[src/rtl/core/tlge_pkg.sv]
// Shared types and constants for the toroidal Life generation engine.
// Row-wide bank storage: one memory word holds one full grid row.
// No dependencies.
package tlge_pkg;

    // Grid edge length in cells (square, toroidal)
    localparam int GRID_DIM = 256;
    // Row / column index width
    localparam int ROW_W = $clog2(GRID_DIM);
    // Generation read counter: counts up to GRID_DIM + 2
    localparam int CNT_W = $clog2(GRID_DIM + 3);

    // Operation codes
    localparam logic [1:0] OP_WRITE = 2'd0;
    localparam logic [1:0] OP_READ  = 2'd1;
    localparam logic [1:0] OP_STEP  = 2'd2;

    // One grid row of cells, bit c is column c
    typedef logic [GRID_DIM-1:0] row_t;

    // Single-port bank access
    typedef struct packed {
        logic             we;
        logic [ROW_W-1:0] addr;
        row_t             wdata;
    } bank_req_t;

endpackage

[src/rtl/core/tlge_row_rule.sv]
// B3/S23 rule applied to one full row, with column wrap at both edges.
// Takes the rows above, at and below the target row. Uses tlge_pkg.
module tlge_row_rule
(
    input  tlge_pkg::row_t north,
    input  tlge_pkg::row_t center,
    input  tlge_pkg::row_t south,
    output tlge_pkg::row_t next_row
);

    // One lane per column; neighbor columns wrap around
    for (genvar c = 0; c < tlge_pkg::GRID_DIM; c++)
    begin : g_lane
        localparam int CL = (c + tlge_pkg::GRID_DIM - 1) % tlge_pkg::GRID_DIM;
        localparam int CR = (c + 1) % tlge_pkg::GRID_DIM;

        logic [3:0] nb_count;

        assign nb_count = 4'(north[CL]) + 4'(north[c]) + 4'(north[CR])
                        + 4'(center[CL]) + 4'(center[CR])
                        + 4'(south[CL]) + 4'(south[c]) + 4'(south[CR]);

        // Born on exactly 3, survives on 2 or 3
        assign next_row[c] = (nb_count == 4'd3) || (center[c] && (nb_count == 4'd2));
    end

endmodule
[config.mk]
export PLATFORM = sky130hd
export DESIGN_NAME = tlge_row_rule
export DESIGN_NICKNAME = d
export VERILOG_FILES = /design/src/rtl/core/tlge_pkg.sv /design/src/rtl/core/tlge_row_rule.sv
export SDC_FILE = /design/constraint.sdc
export NUM_CORES = 2
export LEC_CHECK = 0
export BUFFER_PORTS_ARGS = -buffer_cell sky130_fd_sc_hd__buf_2
export CORE_AREA = 2 2 400 402
export DETAILED_ROUTE_END_ITERATION = 10
export DIE_AREA = 0 0 402 404
export REMOVE_ABC_BUFFERS = 1
export SYNTH_ARGS = -nofsm -noshare
export SYNTH_HDL_FRONTEND = slang
export SYNTH_SLANG_ARGS = --single-unit
[constraint.sdc]
create_clock -name vclk -period 2.8
set_input_delay 0 -clock vclk [all_inputs]
set_output_delay 0 -clock vclk [all_outputs]
set_load 0.01 [all_outputs]
==> results by group <==
Yosys
  • Post-Syn Area: 43560 µm²
  • Distinct cells, synth: 8
  • Gate Count Post-Synth: 4863
  • Post-synthesis sequential area ratio: 0%
  • Synth Area per Inst: 8.957 µm²
  • Ys Warns: 0
  • Leading area contributor after synthesis: fa_1
  • Cells taking the most area after synthesis: fa_1 (47%), ha_1 (22%), inv_1 (15%), a21oi_1 (5.9%), nand3_1 (2.9%)
  • Top cell type's share of synthesized area: 47.06%

Critical path
  • Slowest cell on the critical path: fa_1
  • Critical Path RT: between 2 and 3 ns
  • Most used cell, CP: fa_1
  • Kind of critical path: input pin to primary output
  • Worst setup EP type: primary output
  • CP peak stage delay: 0.56 ns
  • WP data arrival: slightly below 3 ns
  • Startpoint Class: input pin
  • Worst path cell trace: buf_8 -> inv_4 -> buf_4 -> fa_1 -> fa_1 -> fa_1 -> inv_2 -> ha_4 -> fa_2 -> or2_1 -> a21oi_2 -> buf_4 -> buf_12
  • Crit path depth: 13
  • Bufs and invs on worst path: 6
  • Worst Path Max Fanout: 2
  • Top Family by Delay on Critical Path: adder cells

STA
  • Final min period: 2.951 ns
  • Fmax: about 340 MHz
  • Worst Max-Slew Pin Slew: 0.5098 ns
  • Final worst setup slack: -0.1510 ns
  • Slew Limit Fails: 0
  • Final Setup Violations: 22
  • Crit share post-route: 105.4%
  • Final hold violations: 0
  • Rel. slew slack: 65.97%
  • RSZ-0062 raised after global routing: true

Route
  • First DRT Iteration DRCs: 1369
  • Number of routed nets with antenna violations: 0
  • 1st-pass router iterations: 4
  • Routed vias/inst: 4.427
  • Total number of vias: 37620
  • DRC errors left: 0
  • DRT Wirelength: 154900 µm
  • Avg WL per Cell: 18.23 µm

Place
  • DP HPWL: 146400 µm
  • IO Port Bufs: a little over 1000
  • Routability cong.: 0.9540

Die
  • Horiz. Die Dim: 402 µm
  • Ports: 1024
  • Die Y: ~400 µm
  • Row count: 146
  • Core box area: 157800 µm²
  • Full die area: 162400 µm²
  • Starting density of the core: 27.60%

Power and ir drop
  • Final Power: between 20 and 25 mW
  • Leakage Power: 31.53 nW
  • Cell Pwr Density: 398.5 nW/µm²
  • Worst vdd ir: 0.2433 mV

Final layout
  • Commonest non-fill, non-tap cell in the layout: inv_1
  • Seq_cells: 0
  • Share of layout cells above drive strength 1: 42.99%
  • Reg area: 0 µm²
  • Fin nets: 8943
  • Clock buffers: 0
  • Area grow syn2layout: 39.93%
  • Most frequent cells in the layout: inv_1 (1300), fa_1 (765), buf_2 (667)
  • # fillers: around 16000
  • Final core utilization: approximately two fifths

Min path
  • Hold Path Stages: 4
  • Hold crit path type: input pin to primary output

Global route
  • Largest net degree at the start of global routing: 4
  • Antenna violations before repair: 86
  • Overall routing resource usage: roughly a fifth
  • Grt ovf: 0
  • Number of global-route vias before repair: 40800
  • First-pass GRT wire length: 233800 µm

Job
  • Max-Cap Viols: 0

Status
  • Violated checks: setup timing
  • Status: finished, violations left

Clocking
  • Hold_buf cts: 0
-- metrics by stage --
stage                     setup TNS (ns)  worst slack [ns]  cells  hold WS, ns  cell area [µm²]
after floorplan                        0            0.2198   4863       0.1852            43560
after global placement            -13.65           -0.4906   8365       0.3737            54510
after detailed placement          -18.56           -0.4380   8365       0.3800            54510
after CTS                         -3.470           -0.2180   8381       0.3807            56990
after global routing              -10.45           -0.2469   8483       0.4005            60910
final                            -0.7720           -0.1510   8498       0.3669            60950
-- final cells by class --
cell class	count	area (µm²)	area share (%)
multi-input combinational	3072	39810	65.31
timing repair buffer	1518	11190	18.35
inverter	1791	7249	11.89
tap	2072	2592	4.253
antenna	45	112.6	0.1848
-- kinds of logic after synthesis --
| logic type | synth area share [%] |
|---|---|
| AO/OA/AOI/OAI | 8.824 |
| buffers and inverters | 15.43 |
| adder cells (fa/ha/maj) | 69.12 |
| AND/OR/NAND/NOR | 6.618 |
-- layer usage --
| metal | vias to the layer above | track usage, % | wire, µm |
|---|---|---|---|
| met3 | 286 | 4.651 | 10890 |
| li1 | 17790 | - | - |
| met2 | 915 | 33.92 | 78580 |
| met4 | 44 | 5.850 | 7066 |
| met5 | - | 0 | 284 |
| met1 | 18580 | 21.50 | 58110 |
-- tightest hold or removal path, cell delays in order --
cell	delay, ns
buf_6	0.07
o21ai_0	0.06
a21oi_1	0.10
buf_2	0.13
-- repair_timing --
item,4_1_cts,5_1_grt
endpoints found under the hold margin,0,0
gates resized for setup,1098,1231
endpoints found under the setup margin,220,255
pin swaps,505,735
buffers inserted,22,75
-- final timing paths --
kind / from / endpoint
worst max-delay path: north[157] / next_row[157]
worst min-delay path: center[15] / next_row[15]
-- report_power, final --
part            total, mW  switching [mW]  internal (mW)
Sequential              0               0              0
Clock          0.00000217               0     0.00000217
Combinational        24.3            12.9           11.4
-- synth_stat cells --
cell	number
a21oi_1	512
fa_1	1024
ha_1	768
inv_1	1791
nand3_1	256
o21ai_0	256
or2_0	81
or2_1	175
Power figures use the tool's default switching activity.
